===== src/hw/rtl/tcsb_pkg.sv =====
// ----------------------------------------------------------------------------
// tcsb_pkg
// Shared constants, types and codes of the text console scroll buffer.
// ----------------------------------------------------------------------------
package tcsb_pkg;

  // grid geometry
  localparam int unsigned MAX_COLS  = 128;
  localparam int unsigned MAX_ROWS  = 64;
  localparam int unsigned TAB_WIDTH = 2;

  localparam int unsigned STORE_DEPTH = MAX_COLS * MAX_ROWS;
  localparam int unsigned COL_W  = $clog2(MAX_COLS + 1);     // holds a width up to MAX_COLS
  localparam int unsigned ROW_W  = $clog2(MAX_ROWS + 1);     // holds a row count up to MAX_ROWS
  localparam int unsigned RING_W = $clog2(MAX_ROWS);         // ring start row
  localparam int unsigned FILL_W = $clog2(STORE_DEPTH + 1);  // cell counts and offsets
  localparam int unsigned ADDR_W = $clog2(STORE_DEPTH);      // cell store address
  localparam int unsigned TABC_W = $clog2(TAB_WIDTH + 1);    // prints left for one item

  // fixed field widths
  localparam int unsigned CHAR_W    = 8;
  localparam int unsigned OUT_COL_W = 7;
  localparam int unsigned OUT_ROW_W = 6;
  localparam int unsigned CFG_LW_W  = 8;
  localparam int unsigned CFG_LC_W  = 7;
  localparam int unsigned CFG_IDX_W = 2;
  localparam int unsigned CFG_DAT_W = 8;

  // register indexes
  localparam logic [CFG_IDX_W-1:0] CFG_LINE_WIDTH = 2'd0;
  localparam logic [CFG_IDX_W-1:0] CFG_LINE_COUNT = 2'd1;

  localparam logic [CFG_LW_W-1:0] LINE_WIDTH_RST = 8'd127;
  localparam logic [CFG_LC_W-1:0] LINE_COUNT_RST = 7'd47;

  // character codes
  localparam logic [CHAR_W-1:0] CHAR_BS    = 8'd8;
  localparam logic [CHAR_W-1:0] CHAR_TAB   = 8'd9;
  localparam logic [CHAR_W-1:0] CHAR_LF    = 8'd10;
  localparam logic [CHAR_W-1:0] CHAR_CR    = 8'd13;
  localparam logic [CHAR_W-1:0] CHAR_SPACE = 8'd32;

  // result kinds
  localparam logic KIND_DRAW   = 1'b0;
  localparam logic KIND_REDRAW = 1'b1;

  typedef enum logic [1:0] {
    CH_PRINT,
    CH_BS,
    CH_TAB,
    CH_NL
  } tcsb_char_e;

  typedef enum logic [2:0] {
    ST_IDLE,
    ST_PCHK,
    ST_PWRAP,
    ST_PSTORE,
    ST_NL,
    ST_NLWRAP,
    ST_BS
  } tcsb_state_e;

  // controller to datapath
  typedef struct packed {
    logic load;       // latch the incoming character
    logic row_inc;    // cursor moves down one row
    logic scroll;     // ring start advances one row
    logic store;      // write the cell at the fill point and bump the fill count
    logic pad;        // stored cell is a space
    logic bs;         // remove the last cell
    logic emit;       // load the output register
    logic emit_kind;
    logic emit_last;
  } tcsb_cmd_t;

  // datapath to controller
  typedef struct packed {
    tcsb_char_e char_class;
    logic       col_full;
    logic       row_past_end;
    logic       fill_zero;
    logic       out_free;
  } tcsb_stat_t;

endpackage


===== src/hw/rtl/tcsb_ram.sv =====
// ----------------------------------------------------------------------------
// tcsb_ram
// Generic single port RAM with registered read data, no reset.
// ----------------------------------------------------------------------------
module tcsb_ram #(
  parameter int unsigned WIDTH = 8,
  parameter int unsigned DEPTH = 256
) (
  input  logic                     clk_i,
  input  logic                     we_i,
  input  logic [$clog2(DEPTH)-1:0] addr_i,
  input  logic [WIDTH-1:0]         wdata_i,
  output logic [WIDTH-1:0]         rdata_o
);

  logic [WIDTH-1:0] mem_q [DEPTH];

  // write, and registered read of the old contents
  always_ff @(posedge clk_i) begin
    if (we_i) begin
      mem_q[addr_i] <= wdata_i;
    end
    rdata_o <= mem_q[addr_i];
  end

endmodule


===== src/hw/rtl/tcsb_ctrl.sv =====
// ----------------------------------------------------------------------------
// tcsb_ctrl
// Sequencer: decodes each character and steps the datapath through the
// wrap, scroll, store and padding steps, one step a cycle; a step that emits waits while the result register is full.
// ----------------------------------------------------------------------------
module tcsb_ctrl import tcsb_pkg::*; (
  input  logic       clk_i,
  input  logic       rst_ni,
  input  logic       in_valid_i,
  output logic       in_ready_o,
  input  tcsb_stat_t stat_i,
  output tcsb_cmd_t  cmd_o
);

  tcsb_state_e             state_q, state_d;
  logic [TABC_W-1:0]       prints_q, prints_d;
  logic                    accept;

  assign accept = in_valid_i && in_ready_o;

  // state register
  always_ff @(posedge clk_i or negedge rst_ni) begin
    if (!rst_ni) begin
      state_q  <= ST_IDLE;
      prints_q <= '0;
    end else begin
      state_q  <= state_d;
      prints_q <= prints_d;
    end
  end

  // next state and commands
  always_comb begin
    state_d    = state_q;
    prints_d   = prints_q;
    in_ready_o = 1'b0;
    cmd_o      = '0;
    unique case (state_q)
      ST_IDLE: begin
        in_ready_o = 1'b1;
        if (accept) begin
          cmd_o.load = 1'b1;
          unique case (stat_i.char_class)
            CH_BS:  state_d = ST_BS;
            CH_NL:  state_d = ST_NL;
            CH_TAB: begin
              prints_d = TABC_W'(TAB_WIDTH);
              state_d  = ST_PCHK;
            end
            default: begin
              prints_d = TABC_W'(1);
              state_d  = ST_PCHK;
            end
          endcase
        end
      end
      // deferred wrap: move down only once the row is full
      ST_PCHK: begin
        if (stat_i.col_full) begin
          cmd_o.row_inc = 1'b1;
          state_d       = ST_PWRAP;
        end else begin
          state_d = ST_PSTORE;
        end
      end
      ST_PWRAP: begin
        if (!stat_i.row_past_end) begin
          state_d = ST_PSTORE;
        end else if (stat_i.out_free) begin
          cmd_o.scroll    = 1'b1;
          cmd_o.emit      = 1'b1;
          cmd_o.emit_kind = KIND_REDRAW;
          cmd_o.emit_last = 1'b0;
          state_d         = ST_PSTORE;
        end
      end
      ST_PSTORE: begin
        if (stat_i.out_free) begin
          cmd_o.store     = 1'b1;
          cmd_o.emit      = 1'b1;
          cmd_o.emit_kind = KIND_DRAW;
          cmd_o.emit_last = (prints_q == TABC_W'(1));
          prints_d        = prints_q - TABC_W'(1);
          state_d         = (prints_q == TABC_W'(1)) ? ST_IDLE : ST_PCHK;
        end
      end
      // newline: pad the row one cell a cycle
      ST_NL: begin
        if (stat_i.col_full) begin
          cmd_o.row_inc = 1'b1;
          state_d       = ST_NLWRAP;
        end else begin
          cmd_o.store = 1'b1;
          cmd_o.pad   = 1'b1;
        end
      end
      ST_NLWRAP: begin
        if (!stat_i.row_past_end) begin
          state_d = ST_IDLE;
        end else if (stat_i.out_free) begin
          cmd_o.scroll    = 1'b1;
          cmd_o.emit      = 1'b1;
          cmd_o.emit_kind = KIND_REDRAW;
          cmd_o.emit_last = 1'b1;
          state_d         = ST_IDLE;
        end
      end
      ST_BS: begin
        if (stat_i.fill_zero) begin
          state_d = ST_IDLE;
        end else if (stat_i.out_free) begin
          cmd_o.bs        = 1'b1;
          cmd_o.emit      = 1'b1;
          cmd_o.emit_kind = KIND_REDRAW;
          cmd_o.emit_last = 1'b1;
          state_d         = ST_IDLE;
        end
      end
      default: state_d = ST_IDLE;
    endcase
  end

endmodule


===== src/hw/rtl/tcsb_dp.sv =====
// ----------------------------------------------------------------------------
// tcsb_dp
// Datapath: configuration, fill count, cursor and ring registers, cell
// address generation, cell store and the result register.
// ----------------------------------------------------------------------------
module tcsb_dp import tcsb_pkg::*; (
  input  logic                 clk_i,
  input  logic                 rst_ni,
  input  logic                 cfg_we_i,
  input  logic [CFG_IDX_W-1:0] cfg_index_i,
  input  logic [CFG_DAT_W-1:0] cfg_wdata_i,
  input  logic [CHAR_W-1:0]    char_code_i,
  input  tcsb_cmd_t            cmd_i,
  output tcsb_stat_t           stat_o,
  output logic                 out_valid_o,
  input  logic                 out_ready_i,
  output logic                 kind_o,
  output logic [OUT_COL_W-1:0] column_o,
  output logic [OUT_ROW_W-1:0] row_o,
  output logic [CHAR_W-1:0]    glyph_o,
  output logic                 last_o
);

  logic [CFG_LW_W-1:0] line_width_q;
  logic [CFG_LC_W-1:0] line_count_q;
  logic                cfg_clear;

  logic [COL_W-1:0]  w_eff;
  logic [ROW_W-1:0]  l_eff;
  logic [FILL_W-1:0] w_ext;
  logic [FILL_W-1:0] total_q;

  logic [FILL_W-1:0] fill_q, fill_d;
  logic [ROW_W-1:0]  cursor_q, cursor_d;
  logic [RING_W-1:0] ring_q, ring_d;
  logic [FILL_W-1:0] row_base_q, row_base_d;
  logic [FILL_W-1:0] ring_base_q, ring_base_d;
  logic [CHAR_W-1:0] glyph_q;

  logic [FILL_W-1:0] col;
  logic [FILL_W:0]   addr_sum;
  logic [FILL_W:0]   addr_mod;
  logic [ROW_W-1:0]  ring_next;
  logic [CHAR_W-1:0] cell_data;

  // configuration registers, a write to either register restarts the grid
  assign cfg_clear = cfg_we_i &&
                     (cfg_index_i == CFG_LINE_WIDTH || cfg_index_i == CFG_LINE_COUNT);

  always_ff @(posedge clk_i or negedge rst_ni) begin
    if (!rst_ni) begin
      line_width_q <= LINE_WIDTH_RST;
      line_count_q <= LINE_COUNT_RST;
    end else if (cfg_we_i) begin
      if (cfg_index_i == CFG_LINE_WIDTH) begin
        line_width_q <= cfg_wdata_i[CFG_LW_W-1:0];
      end
      if (cfg_index_i == CFG_LINE_COUNT) begin
        line_count_q <= cfg_wdata_i[CFG_LC_W-1:0];
      end
    end
  end

  // clamped geometry
  always_comb begin
    if (COL_W'(line_width_q) < COL_W'(2)) begin
      w_eff = COL_W'(2);
    end else if (COL_W'(line_width_q) > COL_W'(MAX_COLS)) begin
      w_eff = COL_W'(MAX_COLS);
    end else begin
      w_eff = COL_W'(line_width_q);
    end
    if (ROW_W'(line_count_q) < ROW_W'(2)) begin
      l_eff = ROW_W'(2);
    end else if (ROW_W'(line_count_q) > ROW_W'(MAX_ROWS)) begin
      l_eff = ROW_W'(MAX_ROWS);
    end else begin
      l_eff = ROW_W'(line_count_q);
    end
  end

  assign w_ext = FILL_W'(w_eff);

  // grid size, refreshed every cycle from the registers
  always_ff @(posedge clk_i) begin
    total_q <= w_ext * FILL_W'(l_eff);
  end

  // cursor column and cell address
  assign col       = (fill_q >= row_base_q) ? (fill_q - row_base_q) : '0;
  assign addr_sum  = {1'b0, fill_q} + {1'b0, ring_base_q};
  assign addr_mod  = (addr_sum >= {1'b0, total_q}) ? (addr_sum - {1'b0, total_q}) : addr_sum;
  assign ring_next = ROW_W'(ring_q) + ROW_W'(1);
  assign cell_data = cmd_i.pad ? CHAR_SPACE : glyph_q;

  // status to the controller
  always_comb begin
    if (char_code_i == CHAR_LF || char_code_i == CHAR_CR) begin
      stat_o.char_class = CH_NL;
    end else if (char_code_i == CHAR_BS) begin
      stat_o.char_class = CH_BS;
    end else if (char_code_i == CHAR_TAB) begin
      stat_o.char_class = CH_TAB;
    end else begin
      stat_o.char_class = CH_PRINT;
    end
    stat_o.col_full     = (col >= w_ext);
    stat_o.row_past_end = (cursor_q >= l_eff);
    stat_o.fill_zero    = (fill_q == '0);
    stat_o.out_free     = !out_valid_o || out_ready_i;
  end

  // next values of the grid position registers
  always_comb begin
    fill_d      = fill_q;
    cursor_d    = cursor_q;
    ring_d      = ring_q;
    row_base_d  = row_base_q;
    ring_base_d = ring_base_q;
    priority if (cfg_clear) begin
      fill_d      = '0;
      cursor_d    = '0;
      ring_d      = '0;
      row_base_d  = '0;
      ring_base_d = '0;
    end else if (cmd_i.store) begin
      fill_d = fill_q + FILL_W'(1);
    end else if (cmd_i.row_inc) begin
      cursor_d   = cursor_q + ROW_W'(1);
      row_base_d = row_base_q + w_ext;
    end else if (cmd_i.scroll) begin
      if (cursor_q != '0) begin
        cursor_d   = cursor_q - ROW_W'(1);
        row_base_d = row_base_q - w_ext;
      end
      if (ring_next >= l_eff) begin
        ring_d      = '0;
        ring_base_d = '0;
      end else begin
        ring_d      = ring_next[RING_W-1:0];
        ring_base_d = ring_base_q + w_ext;
      end
      fill_d = (fill_q >= w_ext) ? (fill_q - w_ext) : '0;
    end else if (cmd_i.bs) begin
      fill_d = fill_q - FILL_W'(1);
      // removing a cell from an empty row moves the cursor up
      if (cursor_q != '0 && fill_q <= row_base_q) begin
        cursor_d   = cursor_q - ROW_W'(1);
        row_base_d = row_base_q - w_ext;
      end
    end
  end

  always_ff @(posedge clk_i or negedge rst_ni) begin
    if (!rst_ni) begin
      fill_q      <= '0;
      cursor_q    <= '0;
      ring_q      <= '0;
      row_base_q  <= '0;
      ring_base_q <= '0;
    end else begin
      fill_q      <= fill_d;
      cursor_q    <= cursor_d;
      ring_q      <= ring_d;
      row_base_q  <= row_base_d;
      ring_base_q <= ring_base_d;
    end
  end

  // character latch, tab prints spaces
  always_ff @(posedge clk_i) begin
    if (cmd_i.load) begin
      glyph_q <= (char_code_i == CHAR_TAB) ? CHAR_SPACE : char_code_i;
    end
  end

  // cell store
  tcsb_ram #(
    .WIDTH (CHAR_W),
    .DEPTH (STORE_DEPTH)
  ) u_cells (
    .clk_i   (clk_i),
    .we_i    (cmd_i.store),
    .addr_i  (addr_mod[ADDR_W-1:0]),
    .wdata_i (cell_data),
    .rdata_o ()
  );

  // result register
  always_ff @(posedge clk_i or negedge rst_ni) begin
    if (!rst_ni) begin
      out_valid_o <= 1'b0;
    end else if (cmd_i.emit) begin
      out_valid_o <= 1'b1;
    end else if (out_ready_i) begin
      out_valid_o <= 1'b0;
    end
  end

  always_ff @(posedge clk_i) begin
    if (cmd_i.emit) begin
      kind_o <= cmd_i.emit_kind;
      last_o <= cmd_i.emit_last;
      if (cmd_i.emit_kind == KIND_REDRAW) begin
        column_o <= '0;
        row_o    <= '0;
        glyph_o  <= '0;
      end else begin
        column_o <= col[OUT_COL_W-1:0];
        row_o    <= cursor_q[OUT_ROW_W-1:0];
        glyph_o  <= glyph_q;
      end
    end
  end

endmodule


===== src/hw/rtl/text_console_scroll_buffer.sv =====
// Order: a draw result is registered from the store state, after the check state and,
// on a wrap, the wrap state; a backspace redraw from the backspace state; a newline redraw from its wrap state.
// A new character is taken only once the last one is done; a newline stores its padding
// cells one at a time, set by the one cell store write port.
// Reset: asynchronous, clears the grid position and registers to width 127, 47 rows;
// the cell store is not cleared and needs no clearing pass.
// ----------------------------------------------------------------------------
// text_console_scroll_buffer
// Ring-ordered character grid with deferred wrap, scrolling and draw results.
// ----------------------------------------------------------------------------
module text_console_scroll_buffer import tcsb_pkg::*; (
  input  logic                 clk_i,
  input  logic                 rst_ni,
  input  logic                 cfg_we_i,
  input  logic [CFG_IDX_W-1:0] cfg_index_i,
  input  logic [CFG_DAT_W-1:0] cfg_wdata_i,
  input  logic                 in_valid_i,
  output logic                 in_ready_o,
  input  logic [CHAR_W-1:0]    char_code_i,
  output logic                 out_valid_o,
  input  logic                 out_ready_i,
  output logic                 kind_o,
  output logic [OUT_COL_W-1:0] column_o,
  output logic [OUT_ROW_W-1:0] row_o,
  output logic [CHAR_W-1:0]    glyph_o,
  output logic                 last_o
);

  tcsb_cmd_t  cmd;
  tcsb_stat_t stat;

  // sequencer
  tcsb_ctrl u_ctrl (
    .clk_i      (clk_i),
    .rst_ni     (rst_ni),
    .in_valid_i (in_valid_i),
    .in_ready_o (in_ready_o),
    .stat_i     (stat),
    .cmd_o      (cmd)
  );

  // datapath
  tcsb_dp u_dp (
    .clk_i       (clk_i),
    .rst_ni      (rst_ni),
    .cfg_we_i    (cfg_we_i),
    .cfg_index_i (cfg_index_i),
    .cfg_wdata_i (cfg_wdata_i),
    .char_code_i (char_code_i),
    .cmd_i       (cmd),
    .stat_o      (stat),
    .out_valid_o (out_valid_o),
    .out_ready_i (out_ready_i),
    .kind_o      (kind_o),
    .column_o    (column_o),
    .row_o       (row_o),
    .glyph_o     (glyph_o),
    .last_o      (last_o)
  );

endmodule


===== config.mk =====
export PLATFORM = sky130hd
export DESIGN_NAME = text_console_scroll_buffer
export DESIGN_NICKNAME = d
export VERILOG_FILES = /design/src/hw/rtl/tcsb_pkg.sv /design/src/hw/rtl/tcsb_ram.sv /design/src/hw/rtl/tcsb_ctrl.sv /design/src/hw/rtl/tcsb_dp.sv /design/src/hw/rtl/text_console_scroll_buffer.sv
export SDC_FILE = /design/constraint.sdc
export NUM_CORES = 1
export LEC_CHECK = 0
export BUFFER_PORTS_ARGS = -buffer_cell sky130_fd_sc_hd__buf_2
export CORE_AREA = 2 2 131 107
export DETAILED_ROUTE_END_ITERATION = 16
export DIE_AREA = 0 0 133 109
export PLACE_DENSITY = 0.71
export SYNTH_ARGS = -nofsm -noshare
export SYNTH_HDL_FRONTEND = slang
export SYNTH_SLANG_ARGS = --single-unit

===== constraint.sdc =====
create_clock -name clk_i -period 9.5 [get_ports clk_i]
set_clock_uncertainty 0.15 [all_clocks]
set_input_delay 0.95 -clock clk_i [delete_from_list [all_inputs] [get_ports clk_i]]
set_output_delay 0.95 -clock clk_i [all_outputs]
set_load 0.01 [all_outputs]

Yosys cells after proc, flatten, opt, wreduce, memory -nomap -nowiden
Index checks and enable logic that the tools add are counted.
{"block": "op_classes", "n_reduce_logical": 25, "shift": 0, "bitwise": 0, "magnitude_cmp": 9, "add_sub_neg": 9, "n_mux": 65, "eq_ne": 23, "multipliers": 0, "div": 0}
{"operator": "14-bit two-way mux", "count": 14}
{"operator": "7-bit two-way mux", "count": 9}
{"operator": "3-bit two-way mux", "count": 13}
{"operator": "8-bit by 4-bit equality test with 1-bit output, second input constant", "count": 4}
{"operator": "14-bit by 8-bit greater-or-equal comparator with 1-bit output", "count": 2}
{"operator": "14-bit by 8-bit subtractor with 14-bit output", "count": 2}
{"operator": "3-bit case mux with 7 select lines", "count": 1}
{"operator": "8-bit two-way mux", "count": 2}
{"operator": "14-bit by 1-bit adder with 14-bit output, second input constant", "count": 1}
{"operator": "14-bit by 8-bit adder with 14-bit output", "count": 1}
{"operator": "14-bit greater-or-equal comparator", "count": 1}
{"operator": "14-bit less-or-equal comparator", "count": 1}
{"operator": "14-bit logical NOT", "count": 1}
{"operator": "14-bit by 1-bit subtractor with 14-bit output, second input constant", "count": 1}
{"operator": "14-bit subtractor", "count": 1}
{"operator": "1-bit two-way mux", "count": 13}
{"operator": "2-bit two-way mux", "count": 6}
{"operator": "3-bit case mux with 4 select lines", "count": 1}
{"operator": "4-bit AND reduction", "count": 3}
{"operator": "4-bit nonzero test", "count": 3}
{"operator": "3-bit equality test, second input constant", "count": 3}
{"operator": "8-bit > comparator, second input constant", "count": 1}
{"operator": "8-bit by 2-bit < comparator with 1-bit output, second input constant", "count": 1}
{"operator": "4-bit two-way mux", "count": 2}
{"operator": "other kinds (27)", "count": 44}
{"block": "totals", "romBits": 0, "regBits": 87, "in_bits": 23, "memories": 0, "latchBits": 0, "ram_bits": 0, "out_inout_bits": 25}

Logic depth before layout (Yosys ltp)
Gate-level depths: netlist of run 1.
{"block": "depth", "ltp_word": 10, "mapped_depth": 31, "depth_no_buf": 30}

By module
A second synthesis of run 1 with hierarchy kept.
{"block": "hier_totals", "cells_unflattened": 834, "area_unflattened_um2": 7282.0}
{"mod": "tcsb_dp", "n_inst": 1, "area_per_inst_um2": 6681.4, "cells_per_inst": 755}
{"mod": "tcsb_ctrl", "n_inst": 1, "area_per_inst_um2": 600.6, "cells_per_inst": 79}

Least setup slack after synthesis of run 1
Ideal clock, no wire load.
{"block": "synth_timing", "path_kind": "register -> register", "from": "reg u_dp.fill_q[0]", "to": "reg u_dp.row_base_q[13]", "stages_incl_launch_ff": 32, "required_time_ns": 9.249, "setup_time_ns": 0.101, "arrival_ns": 6.131, "setup_slack_ns": 3.118, "period_less_slack_ns": 6.382, "n_path_buf": 1, "cell_sequence": "dfrtp_1 > inv_1 > ha_1 > inv_1 > fa_1 > a211oi_2 > nor3_2 > nor3_1 > o21ai_1 > nand2b_1 > clkbuf_1 > and2_1 > ha_1 > a21o_1 > a21oi_1 > o21ai_0 > a31oi_1 > o2bb2ai_1 > a21oi_4 > inv_2 > nor2_1 > xnor2_1 > ha_1 > o21ai_0 > o21ai_0 > a31oi_1 > nor2b_1 > o21a_1 > o41ai_1 > o21ai_0 > and3_1 > nor4_1"}
{"block": "synth_via", "elab_chain_len": 8}
{"item": "start, declared", "line_no": "tcsb_dp.sv:33", "text": "logic [FILL_W-1:0] fill_q, fill_d;"}
{"item": "start signal, assigned", "line_no": "tcsb_dp.sv:162", "text": "fill_q <= fill_d;"}
{"item": "14-bit subtractor / 14-bit greater-or-equal comparator (equally long branches)", "line_no": "tcsb_dp.sv:90", "text": "assign col = (fill_q >= row_base_q) ? (fill_q - row_base_q) : '0;"}
{"item": "14-bit two-way mux *", "line_no": "tcsb_dp.sv:90"}
{"item": "named net u_dp.col[4]", "line_no": "tcsb_dp.sv:40", "text": "logic [FILL_W-1:0] col;"}
{"item": "14-bit by 8-bit greater-or-equal comparator with 1-bit output *", "line_no": "tcsb_dp.sv:107", "text": "stat_o.col_full = (col >= w_ext);"}
{"item": "parallel branches: the longest is 5 deep, another holds 4-bit AND reduction"}
{"item": "end signal, assigned", "line_no": "tcsb_dp.sv:165", "text": "row_base_q <= row_base_d;"}
{"item": "end, declared", "line_no": "tcsb_dp.sv:36", "text": "logic [FILL_W-1:0] row_base_q, row_base_d;"}
Mark *: on every way through the listed nets, which the timed path passes. The select of a mux whose other input is x is not followed.
A chain may end at the register's enable or synchronous reset.

Worst setup path after layout of run 1
Same ends and word-level chain as after synthesis.

==> flow_summary.html, run 1 <==
<table>
<tr><th>Metric</th><th>Value</th></tr>
<tr><th colspan="2">Worst hold path</th></tr>
<tr><td>Hold Path Class</td><td>reg2reg</td></tr>
<tr><td>Cell count of the worst hold path</td><td>2</td></tr>
<tr><th colspan="2">Timing</th></tr>
<tr><td>Transition time of the tightest slew-check pin</td><td>1.07 ns</td></tr>
<tr><td>Timing-limited maximum frequency</td><td>128 MHz</td></tr>
<tr><td>Setup repair after global routing missed its margin</td><td>no</td></tr>
<tr><td>Slew Viols, Final</td><td>0</td></tr>
<tr><td>Final setup viols</td><td>0</td></tr>
<tr><td>Slew Limit Headroom</td><td>28.5%</td></tr>
<tr><td>Final period utilization</td><td>82.0%</td></tr>
<tr><td>Crit path time final</td><td>7.79 ns</td></tr>
<tr><td>Final hold violations</td><td>0</td></tr>
<tr><td>Setup TNS</td><td>0 ns</td></tr>
<tr><th colspan="2">Global routing</th></tr>
<tr><td>GRT Residual Overflow</td><td>0</td></tr>
<tr><td>Pin count of the biggest net entering global routing</td><td>57</td></tr>
<tr><td>First-pass GRT wire length</td><td>32.5 mm</td></tr>
<tr><td>Number of global-route vias before repair</td><td>6116</td></tr>
<tr><td>Number of antenna violations at the first check in global routing</td><td>0</td></tr>
<tr><td>Overall global routing resource usage</td><td>29.1%</td></tr>
<tr><th colspan="2">Setup path</th></tr>
<tr><td>Largest incremental delay on the critical path</td><td>0.52 ns</td></tr>
<tr><td>Reg2Reg Launch Point</td><td>u_dp.fill_q[0]$_DFFE_PN0P_</td></tr>
<tr><td>Required time reported for the critical path endpoint</td><td>9.59 ns</td></tr>
<tr><td>Cell seen most often among critical-path stages</td><td>sky130_fd_sc_hd__o21ai_0</td></tr>
<tr><td>Internal reg-to-reg setup slack</td><td>1.71 ns</td></tr>
<tr><td>Worst flop-to-flop path endpoint</td><td>u_dp.row_base_q[13]$_DFFE_PN0P_</td></tr>
<tr><td>Setup crit start kind</td><td>flop</td></tr>
<tr><td>Critical Path Sink Type</td><td>flop</td></tr>
<tr><td>Depth of the most critical reg-to-reg path</td><td>30</td></tr>
<tr><td>Highest-delay cell along the critical path</td><td>sky130_fd_sc_hd__o41ai_1</td></tr>
<tr><td>Critical path startpoint</td><td>u_dp.fill_q[0]$_DFFE_PN0P_</td></tr>
<tr><td>Maximum fanout count along the critical path</td><td>11</td></tr>
<tr><td>Worst Path Arrival</td><td>7.89 ns</td></tr>
<tr><td>Critical path capture point</td><td>u_dp.row_base_q[13]$_DFFE_PN0P_</td></tr>
<tr><td>WS Path Type</td><td>reg2reg</td></tr>
<tr><th colspan="2">Drt</th></tr>
<tr><td>Met3 wire len</td><td>1.48 mm</td></tr>
<tr><td>Number of remaining DRC errors</td><td>0</td></tr>
<tr><td>Detailed Routing Iterations Pass 1</td><td>5</td></tr>
<tr><td>Number of vias after detailed routing</td><td>6470</td></tr>
<tr><td>Amount of wire on met2 after detailed routing</td><td>9.11 mm</td></tr>
<tr><td>Top routing layer used</td><td>met4</td></tr>
<tr><td>Total length of routed wires</td><td>20.4 mm</td></tr>
<tr><td>Number of DRC markers after the initial detailed-route iteration</td><td>722</td></tr>
<tr><td>Wire length per cell after detailed routing</td><td>20.3 um</td></tr>
<tr><td>ANT nets after route</td><td>0</td></tr>
<tr><td>Via-per-instance ratio</td><td>6.43</td></tr>
<tr><td>M1 WL</td><td>9.30 mm</td></tr>
<tr><th colspan="2">Floorplanning</th></tr>
<tr><td>Starting density of the core</td><td>52.7%</td></tr>
<tr><td>DIE HEIGHT</td><td>109 um</td></tr>
<tr><td>Number of top-level pins</td><td>48</td></tr>
<tr><td>Row Count</td><td>38</td></tr>
<tr><td>Core ar.</td><td>13300 um^2</td></tr>
<tr><td>Horiz. Die Dim</td><td>133 um</td></tr>
<tr><td>Die outline area</td><td>14500 um^2</td></tr>
<tr><th colspan="2">Layout</th></tr>
<tr><td>Fraction of layout cells with a size suffix above 1</td><td>13.4%</td></tr>
<tr><td>Net count of the finished layout</td><td>910</td></tr>
<tr><td>Syn-to-layout area delta</td><td>9.48%</td></tr>
<tr><td>Number of antenna repair diodes</td><td>0</td></tr>
<tr><th colspan="2">Run</th></tr>
<tr><td>Max Cap Viol</td><td>0</td></tr>
<tr><th colspan="2">Clocking</th></tr>
<tr><td>H-tree levels</td><td>3</td></tr>
<tr><td>Skew-Pair Late Insertion Delay</td><td>0.35 ns</td></tr>
<tr><td>TritonCTS buffer count</td><td>9</td></tr>
<tr><td>Number of buffers between clock root and the deepest sink</td><td>2</td></tr>
<tr><td>Post-CTS Setup Bufs</td><td>0</td></tr>
<tr><td>Clock transition at the register clock pins on the worst setup and hold paths after CTS</td><td>0.07 ns</td></tr>
<tr><td>Clock tree from TritonCTS</td><td>yes</td></tr>
<tr><td>Number of buffers inserted for hold repair after clock tree synthesis</td><td>0</td></tr>
<tr><td>Number of sinks driven by the clock tree</td><td>87</td></tr>
<tr><td>Library cell used as clock root buffer</td><td>sky130_fd_sc_hd__clkbuf_16</td></tr>
<tr><td>Post_cts resized</td><td>0</td></tr>
<tr><th colspan="2">Logic synthesis</th></tr>
<tr><td>Net count of the mapped netlist</td><td>884</td></tr>
<tr><td>Count of different cell masters after synthesis</td><td>80</td></tr>
<tr><td>Mapped cell area</td><td>6990 um^2</td></tr>
<tr><td>Cell count after synthesis</td><td>796</td></tr>
<tr><td>Number of warnings reported in the yosys synthesis log</td><td>0</td></tr>
<tr><td>Post-Syn Area per Cell</td><td>8.79 um^2</td></tr>
<tr><td>EDFF count, synth</td><td>31</td></tr>
<tr><td>Sequential element share of the synthesized area</td><td>33.6%</td></tr>
<tr><td>Synth Flop Type</td><td>sky130_fd_sc_hd__dfrtp_1</td></tr>
<tr><td>Post-synthesis async set-or-reset flop share</td><td>64.4%</td></tr>
<tr><td>Yosys reg bits</td><td>87</td></tr>
<tr><th colspan="2">Outcome</th></tr>
<tr><td>Outcome</td><td>completed</td></tr>
<tr><th colspan="2">Placed design</th></tr>
<tr><td>Buffers on Ports</td><td>47</td></tr>
<tr><td>DP HPWL</td><td>15.1 mm</td></tr>
<tr><td>RD Place Congestion</td><td>0.916</td></tr>
</table>
-- layer usage --
| layer | vias to the layer above | global-route usage, % |
|---|---|---|
| met5 | - | 0 |
| met4 | 0 | 8.37 |
| met3 | 41 | 4.97 |
| met2 | 329 | 47.6 |
| met1 | 3090 | 40.1 |
| li1 | 3010 | - |
-- through the flow --
step	worst slack, ns	util, %	hold slack, ns	cell area (um^2)	instances
after floorplan	3.12	-	0.333	6990	796
after global placement	2.45	55.5	0.354	7360	991
after detailed placement	2.17	55.5	0.369	7360	991
after CTS	1.95	57.7	0.380	7660	1007
after global routing	1.08	57.7	0.404	7660	1007
final	1.71	57.7	0.379	7660	1007
-- worst min-delay path by stage --
stage | to | start
after floorplan | u_dp.line_width_q[1]$_DFFE_PN1P_ | u_dp.line_width_q[1]$_DFFE_PN1P_
after global placement | u_dp.line_width_q[1]$_DFFE_PN1P_ | u_dp.line_width_q[1]$_DFFE_PN1P_
after detailed placement | u_dp.line_width_q[1]$_DFFE_PN1P_ | u_dp.line_width_q[1]$_DFFE_PN1P_
after CTS | u_dp.line_width_q[1]$_DFFE_PN1P_ | u_dp.line_width_q[1]$_DFFE_PN1P_
after global routing | u_ctrl.prints_q[1]$_DFFE_PN0P_ | u_ctrl.prints_q[1]$_DFFE_PN0P_
final | u_dp.line_width_q[1]$_DFFE_PN1P_ | u_dp.line_width_q[1]$_DFFE_PN1P_
-- worst max-delay path: cells and delay by family, from the launching register on --
| kind | cells | cell delay, ns |
|---|---|---|
| buf+inv | 3 | 0.36 |
| compound gates | 14 | 3.69 |
| xor+xnor | 1 | 0.14 |
| flops | 1 | 0.44 |
| fa+ha+maj | 4 | 1.23 |
| simple gates | 8 | 1.66 |
-- flip-flops by register name, indices dropped and copies added (netlist names) --
signal             count
u_ctrl.state_q         3
u_dp.column_o          7
u_dp.row_base_q       14
u_dp.line_width_q      8
u_dp.fill_q           14
u_dp.out_valid_o       1
u_ctrl.prints_q        2
u_dp.line_count_q      7
u_dp.last_o            1
u_dp.glyph_q           8
u_dp.row_o             6
u_dp.glyph_o           8
u_dp.kind_o            1
u_dp.cursor_q          7
-- layout by cell type (no fill, tap or decap), drive strengths merged, types with 11 or more instances in the layout --
| cell | instances |
|---|---|
| ha | 61 |
| o21ai | 40 |
| nand4 | 11 |
| nand3 | 40 |
| o31ai | 14 |
| dfrtp | 44 |
| xor2 | 14 |
| a21o | 13 |
| dfstp | 12 |
| inv | 40 |
| o21a | 12 |
| edfxtp | 31 |
| and3 | 29 |
| nand2 | 60 |
| nor2 | 69 |
| nand2b | 12 |
| mux2 | 14 |
| buf | 54 |
| xnor2 | 21 |
| a21oi | 47 |
| nor3 | 26 |
-- synth_stat cells, types with 4 or more instances --
master / n / area [um^2]
sky130_fd_sc_hd__a21o_1: 13 / 97.6
sky130_fd_sc_hd__o211ai_1: 9 / 67.6
sky130_fd_sc_hd__nand2_1: 60 / 225
sky130_fd_sc_hd__and2_1: 8 / 50.1
sky130_fd_sc_hd__mux2_2: 14 / 158
sky130_fd_sc_hd__o21ai_1: 7 / 35.0
sky130_fd_sc_hd__ha_1: 61 / 763
sky130_fd_sc_hd__o21ai_0: 33 / 165
sky130_fd_sc_hd__edfxtp_1: 31 / 931
sky130_fd_sc_hd__dfrtp_1: 44 / 1100
sky130_fd_sc_hd__o31ai_1: 14 / 105
sky130_fd_sc_hd__or4_1: 6 / 45.0
sky130_fd_sc_hd__mux2i_1: 7 / 70.1
sky130_fd_sc_hd__nand3_1: 40 / 200
sky130_fd_sc_hd__nor4_1: 10 / 62.6
sky130_fd_sc_hd__or3_1: 5 / 31.3
sky130_fd_sc_hd__inv_1: 36 / 135
sky130_fd_sc_hd__nor3b_1: 5 / 37.5
sky130_fd_sc_hd__o2111ai_1: 5 / 43.8
sky130_fd_sc_hd__dfstp_2: 12 / 315
sky130_fd_sc_hd__clkbuf_1: 34 / 128
sky130_fd_sc_hd__nand2b_1: 12 / 75.1
sky130_fd_sc_hd__nor3_1: 25 / 125
sky130_fd_sc_hd__or2_1: 4 / 25.0
sky130_fd_sc_hd__nor2b_1: 9 / 56.3
sky130_fd_sc_hd__xor2_1: 14 / 123
sky130_fd_sc_hd__o21a_1: 12 / 90.1
sky130_fd_sc_hd__xnor2_1: 21 / 184
sky130_fd_sc_hd__a211oi_1: 8 / 60.1
sky130_fd_sc_hd__a31oi_1: 6 / 37.5
sky130_fd_sc_hd__fa_1: 4 / 80.1
sky130_fd_sc_hd__nand4_1: 10 / 62.6
sky130_fd_sc_hd__and3_1: 29 / 181
sky130_fd_sc_hd__a21oi_1: 46 / 230
sky130_fd_sc_hd__a22oi_1: 4 / 30.0
sky130_fd_sc_hd__nor2_1: 69 / 259
-- layout make-up --
class,instances,area (um^2)
clock inverter,7,75.1
timing repair buffer,54,288
clock buffer,9,225
fill,1195,5610
sequential,87,2350
tap,180,225
inverter,38,143
multi-input combinational,632,4350
-- cells by family (layout without fill, tap and decap cells) --
kind of cell	Yosys count	after routing	synth area share, %
AOI/OAI and AO/OA	207	207	20.5
xor gates and xnor gates	35	35	4.38
adders and majority gates	65	65	12.1
buffers and inverters	77	108	4.28
DFF	87	87	33.6
muxes	21	21	3.26
and+or+nand+nor	304	304	22.0
Power of run 1 is left out: the tool's default activity adds up to more than one toggle a clock period on the data nets, which glitch-free logic cannot reach.
==> run 2, diff against run 1 <==
--- a/config.mk
+++ b/config.mk
@@ -9,7 +9,7 @@
 export CORE_AREA = 2 2 131 107
 export DETAILED_ROUTE_END_ITERATION = 16
 export DIE_AREA = 0 0 133 109
-export PLACE_DENSITY = 0.71
+export PLACE_DENSITY = 0.74
 export SYNTH_ARGS = -nofsm -noshare
 export SYNTH_HDL_FRONTEND = slang
 export SYNTH_SLANG_ARGS = --single-unit
==> constraint.sdc (replaced) <==
create_clock -name clk_i -period 6.8 [get_ports clk_i]
set_clock_uncertainty 0.15 [all_clocks]
set_input_delay 0.68 -clock clk_i [delete_from_list [all_inputs] [get_ports clk_i]]
set_output_delay 0.68 -clock clk_i [all_outputs]
set_load 0.01 [all_outputs]
==> flow_summary.html, run 2 (synthesis gave the netlist of run 1 again) <==
<table>
<tr><th>Metric</th><th>Value</th></tr>
<tr><th colspan="2">Global routing</th></tr>
<tr><td>Number of global-route vias before repair</td><td>6298</td></tr>
<tr><td>Overall global routing resource usage</td><td>28.9%</td></tr>
<tr><td>GRT Residual Overflow</td><td>0</td></tr>
<tr><td>Number of antenna violations at the first check in global routing</td><td>1</td></tr>
<tr><td>Pin count of the biggest net entering global routing</td><td>57</td></tr>
<tr><td>First-pass GRT wire length</td><td>32.4 mm</td></tr>
<tr><th colspan="2">Setup path</th></tr>
<tr><td>Largest incremental delay on the critical path</td><td>0.46 ns</td></tr>
<tr><td>Worst Path Arrival</td><td>6.45 ns</td></tr>
<tr><td>WS Path Type</td><td>reg2reg</td></tr>
<tr><td>Critical Path Sink Type</td><td>flop</td></tr>
<tr><td>Highest-delay cell along the critical path</td><td>sky130_fd_sc_hd__dfrtp_1</td></tr>
<tr><td>Required time reported for the critical path endpoint</td><td>6.91 ns</td></tr>
<tr><td>Setup crit start kind</td><td>flop</td></tr>
<tr><td>Maximum fanout count along the critical path</td><td>9</td></tr>
<tr><th colspan="2">Run</th></tr>
<tr><td>Max Cap Viol</td><td>0</td></tr>
<tr><th colspan="2">Clocking</th></tr>
<tr><td>Number of sinks driven by the clock tree</td><td>87</td></tr>
<tr><td>Clock tree from TritonCTS</td><td>yes</td></tr>
<tr><td>Clock transition at the register clock pins on the worst setup and hold paths after CTS</td><td>0.07 ns</td></tr>
<tr><td>Number of buffers between clock root and the deepest sink</td><td>2</td></tr>
<tr><td>H-tree levels</td><td>3</td></tr>
<tr><td>TritonCTS buffer count</td><td>9</td></tr>
<tr><td>Skew-Pair Late Insertion Delay</td><td>0.36 ns</td></tr>
<tr><td>Library cell used as clock root buffer</td><td>sky130_fd_sc_hd__clkbuf_16</td></tr>
<tr><th colspan="2">Drt</th></tr>
<tr><td>Via-per-instance ratio</td><td>6.30</td></tr>
<tr><td>Total length of routed wires</td><td>20.1 mm</td></tr>
<tr><td>Detailed Routing Iterations Pass 1</td><td>6</td></tr>
<tr><td>ANT nets after route</td><td>0</td></tr>
<tr><td>Number of vias after detailed routing</td><td>6424</td></tr>
<tr><td>Number of remaining DRC errors</td><td>0</td></tr>
<tr><td>Wire length per cell after detailed routing</td><td>19.7 um</td></tr>
<tr><td>Number of DRC markers after the initial detailed-route iteration</td><td>602</td></tr>
<tr><th colspan="2">Timing</th></tr>
<tr><td>Worst hold margin</td><td>0.332 ns</td></tr>
<tr><td>Final setup viols</td><td>0</td></tr>
<tr><td>Slew Viols, Final</td><td>0</td></tr>
<tr><td>Timing-limited maximum frequency</td><td>158 MHz</td></tr>
<tr><td>Setup repair after global routing missed its margin</td><td>no</td></tr>
<tr><td>Final period utilization</td><td>93.2%</td></tr>
<tr><td>Crit path time final</td><td>6.34 ns</td></tr>
<tr><td>Final hold violations</td><td>0</td></tr>
<tr><td>Setup TNS</td><td>0 ns</td></tr>
<tr><td>Transition time of the tightest slew-check pin</td><td>1.08 ns</td></tr>
<tr><td>Slew Limit Headroom</td><td>27.4%</td></tr>
<tr><th colspan="2">Floorplanning</th></tr>
<tr><td>Die outline area</td><td>14500 um^2</td></tr>
<tr><td>Horiz. Die Dim</td><td>133 um</td></tr>
<tr><td>Core ar.</td><td>13300 um^2</td></tr>
<tr><td>Row Count</td><td>38</td></tr>
<tr><td>DIE HEIGHT</td><td>109 um</td></tr>
<tr><td>Starting density of the core</td><td>52.7%</td></tr>
<tr><td>Number of top-level pins</td><td>48</td></tr>
<tr><th colspan="2">Outcome</th></tr>
<tr><td>Outcome</td><td>completed</td></tr>
<tr><th colspan="2">Placed design</th></tr>
<tr><td>RD Place Congestion</td><td>0.939</td></tr>
<tr><td>DP HPWL</td><td>14.7 mm</td></tr>
<tr><td>Buffers on Ports</td><td>47</td></tr>
<tr><th colspan="2">Layout</th></tr>
<tr><td>Highest-count cells in the layout ignoring fill and taps</td><td>69 x sky130_fd_sc_hd__nor2_1, 61 x sky130_fd_sc_hd__ha_1, 60 x sky130_fd_sc_hd__nand2_1</td></tr>
<tr><td>Filler Cell Count</td><td>1169</td></tr>
<tr><td>Syn-to-layout area delta</td><td>11.4%</td></tr>
<tr><td>Number of antenna repair diodes</td><td>0</td></tr>
<tr><td>Top flop regs</td><td>u_dp.fill_q: 14 flops, u_dp.row_base_q: 14 flops</td></tr>
<tr><td>Net count of the finished layout</td><td>922</td></tr>
<tr><td>Fraction of layout cells with a size suffix above 1</td><td>15.3%</td></tr>
<tr><td>Leading cell type in the layout, fill and taps excluded</td><td>sky130_fd_sc_hd__nor2_1</td></tr>
<tr><th colspan="2">Worst hold path</th></tr>
<tr><td>Hold Path Class</td><td>in2async</td></tr>
</table>
run 2: changes by cell type in the layout (fill, tap and decap cells not counted), sizes merged:
cell,before,now
clkbuf,9,10
clkinvlp,1,2
buf,54,66
bufinv,0,1
clkinv,4,2
inv,40,39
run 2: worst paths after layout:
path,to,slack (ns),cells past startpoint,from
hold / removal,u_dp.fill_q[9]$_DFFE_PN0P_,0.33,2,rst_ni
hold reg to reg,u_ctrl.prints_q[1]$_DFFE_PN0P_,0.38,2,u_ctrl.prints_q[1]$_DFFE_PN0P_
max in group asynchronous,u_dp.row_base_q[2]$_DFFE_PN0P_,5.63,2,rst_ni
setup / recovery,u_dp.row_base_q[13]$_DFFE_PN0P_,0.46,30,u_dp.fill_q[0]$_DFFE_PN0P_
setup reg to reg,u_dp.row_base_q[13]$_DFFE_PN0P_,0.46,30,u_dp.fill_q[0]$_DFFE_PN0P_
min in group clk_i,u_dp.glyph_q[4]$_SDFFCE_PN0P_,0.37,1,char_code_i[4]
run 2: routing by layer:
layer	wire (um)	GRT usage (%)	share of wire, %	vias to the layer above
met1	9250	39.1	46	3063
li1	-	-	-	3034
met2	8890	46.1	44	267
met3	1330	5.44	6.6	58
met4	629	12.0	3.1	2
met5	12	0	0.060	-
run 2: cell type report:
| type | instances | area [um^2] | area share (%) |
|---|---|---|---|
| clock inverters | 6 | 67.6 | 0.867 |
| multi-input cells | 632 | 4400 | 56.5 |
| well taps | 180 | 225 | 2.89 |
| repair buffers | 66 | 378 | 4.85 |
| clock buffers | 10 | 229 | 2.94 |
| flip-flops and latches | 87 | 2350 | 30.1 |
| inverters | 38 | 143 | 1.83 |
run 2: timing repair:
item	4_1_cts	5_1_grt
endpoints found under the hold margin	0	0
setup buffers	0	1
hold buffers	0	0
gates resized for setup	0	10
setup endpoints to repair	0	4
run 2: worst max-delay path: cells and delay by family, from the launching register on:
kind	cells	cell delay (ns)
adders and majority gates	4	1.10
DFF	1	0.46
and+or+nand+nor	8	1.37
xor gates and xnor gates	1	0.08
buffers and inverters	3	0.29
AOI/OAI and AO/OA	14	2.77
run 2: stage by stage:
step | utilization, % | std cells | instance area, um^2 | setup slack, ns
after floorplan | - | 796 | 6990 | 0.418
after global placement | 56.1 | 1002 | 7440 | 0.259
after detailed placement | 56.1 | 1002 | 7440 | 0.0880
after CTS | 58.3 | 1018 | 7740 | 0.0658
after global routing | 58.7 | 1019 | 7790 | 0.0275
final | 58.7 | 1019 | 7790 | 0.463
Power of run 2 is left out for the same reason.
==> run 3, diff against run 2 <==
--- a/config.mk
+++ b/config.mk
@@ -6,10 +6,9 @@
 export NUM_CORES = 1
 export LEC_CHECK = 0
 export BUFFER_PORTS_ARGS = -buffer_cell sky130_fd_sc_hd__buf_2
-export CORE_AREA = 2 2 131 107
+export CORE_AREA = 2 2 157 128
 export DETAILED_ROUTE_END_ITERATION = 16
-export DIE_AREA = 0 0 133 109
-export PLACE_DENSITY = 0.74
+export DIE_AREA = 0 0 159 130
 export SYNTH_ARGS = -nofsm -noshare
 export SYNTH_HDL_FRONTEND = slang
 export SYNTH_SLANG_ARGS = --single-unit
==> constraint.sdc (replaced) <==
create_clock -name clk_i -period 8.2 [get_ports clk_i]
set_clock_uncertainty 0.15 [all_clocks]
set_input_delay 0.82 -clock clk_i [delete_from_list [all_inputs] [get_ports clk_i]]
set_output_delay 0.82 -clock clk_i [all_outputs]
set_load 0.01 [all_outputs]
==> flow_summary.html, run 3 (synthesis gave the netlist of run 1 again) <==
<table>
<tr><th>Metric</th><th>Value</th></tr>
<tr><th colspan="2">Timing</th></tr>
<tr><td>Setup repair after global routing missed its margin</td><td>no</td></tr>
<tr><td>Crit path time final</td><td>7.52 ns</td></tr>
<tr><td>Slew Viols, Final</td><td>0</td></tr>
<tr><td>Setup WS post-layout</td><td>0.675 ns</td></tr>
<tr><td>Setup TNS</td><td>0 ns</td></tr>
<tr><td>Slew Limit Headroom</td><td>30.6%</td></tr>
<tr><td>Transition time of the tightest slew-check pin</td><td>1.04 ns</td></tr>
<tr><td>Timing-limited maximum frequency</td><td>133 MHz</td></tr>
<tr><td>Final hold violations</td><td>0</td></tr>
<tr><td>Final period utilization</td><td>91.8%</td></tr>
<tr><td>Final setup viols</td><td>0</td></tr>
<tr><th colspan="2">Setup path</th></tr>
<tr><td>Largest incremental delay on the critical path</td><td>0.44 ns</td></tr>
<tr><td>Maximum fanout count along the critical path</td><td>11</td></tr>
<tr><td>Setup crit start kind</td><td>flop</td></tr>
<tr><td>WP buf/inv</td><td>3</td></tr>
<tr><td>Family with the most delay on the worst path</td><td>compound AO/OA/AOI/OAI gates</td></tr>
<tr><td>Worst Path Arrival</td><td>7.63 ns</td></tr>
<tr><td>Highest-delay cell along the critical path</td><td>sky130_fd_sc_hd__dfrtp_1</td></tr>
<tr><td>Critical Path Sink Type</td><td>flop</td></tr>
<tr><td>WS Path Type</td><td>reg2reg</td></tr>
<tr><td>Internal reg-to-reg setup slack</td><td>0.68 ns</td></tr>
<tr><td>Required time reported for the critical path endpoint</td><td>8.30 ns</td></tr>
<tr><th colspan="2">Layout</th></tr>
<tr><td>Fraction of layout cells with a size suffix above 1</td><td>13.4%</td></tr>
<tr><td>Top flop regs</td><td>u_dp.fill_q: 14 flops, u_dp.row_base_q: 14 flops</td></tr>
<tr><td>Utilization after layout</td><td>40.2%</td></tr>
<tr><td>Leading cell type in the layout, fill and taps excluded</td><td>sky130_fd_sc_hd__nor2_1</td></tr>
<tr><td>Net count of the finished layout</td><td>911</td></tr>
<tr><td>Area of the multi-input gates</td><td>4350 um^2</td></tr>
<tr><td>Number of antenna repair diodes</td><td>0</td></tr>
<tr><td>Filler Cell Count</td><td>1948</td></tr>
<tr><td>Sequential cell area in the final layout</td><td>2350 um^2</td></tr>
<tr><td>Syn-to-layout area delta</td><td>11.2%</td></tr>
<tr><td>Highest-count cells in the layout ignoring fill and taps</td><td>69 x sky130_fd_sc_hd__nor2_1, 61 x sky130_fd_sc_hd__ha_1, 60 x sky130_fd_sc_hd__nand2_1</td></tr>
<tr><th colspan="2">Drt</th></tr>
<tr><td>Via-per-instance ratio</td><td>5.67</td></tr>
<tr><td>Number of vias after detailed routing</td><td>6190</td></tr>
<tr><td>ANT nets after route</td><td>0</td></tr>
<tr><td>Total length of routed wires</td><td>19.5 mm</td></tr>
<tr><td>Number of DRC markers after the initial detailed-route iteration</td><td>589</td></tr>
<tr><td>Detailed Routing Iterations Pass 1</td><td>5</td></tr>
<tr><td>Number of remaining DRC errors</td><td>0</td></tr>
<tr><td>Wire length per cell after detailed routing</td><td>17.9 um</td></tr>
<tr><th colspan="2">Clocking</th></tr>
<tr><td>Library cell used as clock root buffer</td><td>sky130_fd_sc_hd__clkbuf_16</td></tr>
<tr><td>Post_cts resized</td><td>0</td></tr>
<tr><td>Clock tree from TritonCTS</td><td>yes</td></tr>
<tr><td>H-tree levels</td><td>3</td></tr>
<tr><td>Number of buffers inserted for hold repair after clock tree synthesis</td><td>0</td></tr>
<tr><td>Post-CTS Setup Bufs</td><td>0</td></tr>
<tr><td>Number of buffers between clock root and the deepest sink</td><td>2</td></tr>
<tr><td>Number of sinks driven by the clock tree</td><td>87</td></tr>
<tr><td>TritonCTS buffer count</td><td>9</td></tr>
<tr><td>Skew-Pair Late Insertion Delay</td><td>0.36 ns</td></tr>
<tr><td>Clock transition at the register clock pins on the worst setup and hold paths after CTS</td><td>0.07 ns</td></tr>
<tr><th colspan="2">Global routing</th></tr>
<tr><td>Number of antenna violations at the first check in global routing</td><td>0</td></tr>
<tr><td>First-pass GRT wire length</td><td>31.8 mm</td></tr>
<tr><td>Number of global-route vias before repair</td><td>5752</td></tr>
<tr><td>Pin count of the biggest net entering global routing</td><td>57</td></tr>
<tr><td>GRT Residual Overflow</td><td>0</td></tr>
<tr><td>Overall global routing resource usage</td><td>19.5%</td></tr>
<tr><th colspan="2">Floorplanning</th></tr>
<tr><td>Row Count</td><td>46</td></tr>
<tr><td>Horiz. Die Dim</td><td>159 um</td></tr>
<tr><td>DIE HEIGHT</td><td>130 um</td></tr>
<tr><td>Die outline area</td><td>20700 um^2</td></tr>
<tr><td>Core ar.</td><td>19300 um^2</td></tr>
<tr><td>Starting density of the core</td><td>36.2%</td></tr>
<tr><td>Number of top-level pins</td><td>48</td></tr>
<tr><th colspan="2">Placed design</th></tr>
<tr><td>DP HPWL</td><td>14.2 mm</td></tr>
<tr><td>Worst-case setup slack after placement</td><td>0.856 ns</td></tr>
<tr><td>RD Place Congestion</td><td>0.876</td></tr>
<tr><td>Buffers on Ports</td><td>47</td></tr>
<tr><th colspan="2">Worst hold path</th></tr>
<tr><td>Hold Path Class</td><td>reg2reg</td></tr>
<tr><th colspan="2">Outcome</th></tr>
<tr><td>Outcome</td><td>completed</td></tr>
<tr><th colspan="2">Run</th></tr>
<tr><td>Max Cap Viol</td><td>0</td></tr>
</table>
## run 3: changes by cell type in the layout (fill, tap and decap cells not counted), moves of 2 or more
| cell | change |
|---|---|
| sky130_fd_sc_hd__buf_4 | -11 |
| sky130_fd_sc_hd__clkbuf_16 | +2 |
| sky130_fd_sc_hd__clkinvlp_4 | -2 |
| sky130_fd_sc_hd__inv_4 | +2 |
| sky130_fd_sc_hd__o21ai_0 | +2 |
| sky130_fd_sc_hd__o21ai_1 | -2 |
## run 3: layout make-up
class	instances	area share (%)
clock inverters	4	0.386
clock buffers	12	3.59
inverters	38	1.83
well taps	264	4.25
flip-flops and latches	87	30.2
repair buffers	55	3.80
multi-input cells	632	56.0
## run 3: per-stage QoR
step           hold WS, ns  area (um^2)  std cells
2_1_floorplan        0.333         6990        796
3_3_place_gp         0.354         7470       1076
3_5_place_dp         0.362         7470       1076
4_1_cts              0.373         7780       1092
5_1_grt              0.403         7780       1092
6_report             0.366         7780       1092
## run 3: path summary, 6_finish.rpt
check | cells after the start | end | start
setup / recovery | 30 | u_dp.row_base_q[13]$_DFFE_PN0P_ | u_dp.fill_q[0]$_DFFE_PN0P_
hold / removal | 2 | u_dp.line_width_q[1]$_DFFE_PN1P_ | u_dp.line_width_q[1]$_DFFE_PN1P_
setup reg to reg | 30 | u_dp.row_base_q[13]$_DFFE_PN0P_ | u_dp.fill_q[0]$_DFFE_PN0P_
hold reg to reg | 2 | u_dp.line_width_q[1]$_DFFE_PN1P_ | u_dp.line_width_q[1]$_DFFE_PN1P_
max in group asynchronous | 2 | u_dp.row_base_q[6]$_DFFE_PN0P_ | rst_ni
min in group asynchronous | 2 | u_dp.fill_q[5]$_DFFE_PN0P_ | rst_ni
## run 3: layer usage
layer / up-vias / global-route usage [%] / wire length [um]
met3: 25 / 3.62 / 1360
met4: 0 / 4.71 / 259
met1: 2913 / 29.2 / 9800
li1: 3021 / - / -
met5: - / 0 / 0
met2: 231 / 29.1 / 8100
## run 3: worst min-delay path, stage by stage (launching register included)
cell and delay, ns:
sky130_fd_sc_hd__dfstp_2 0.36, sky130_fd_sc_hd__inv_1 0.06, sky130_fd_sc_hd__o21ai_0 0.08
Power of run 3 is left out for the same reason.
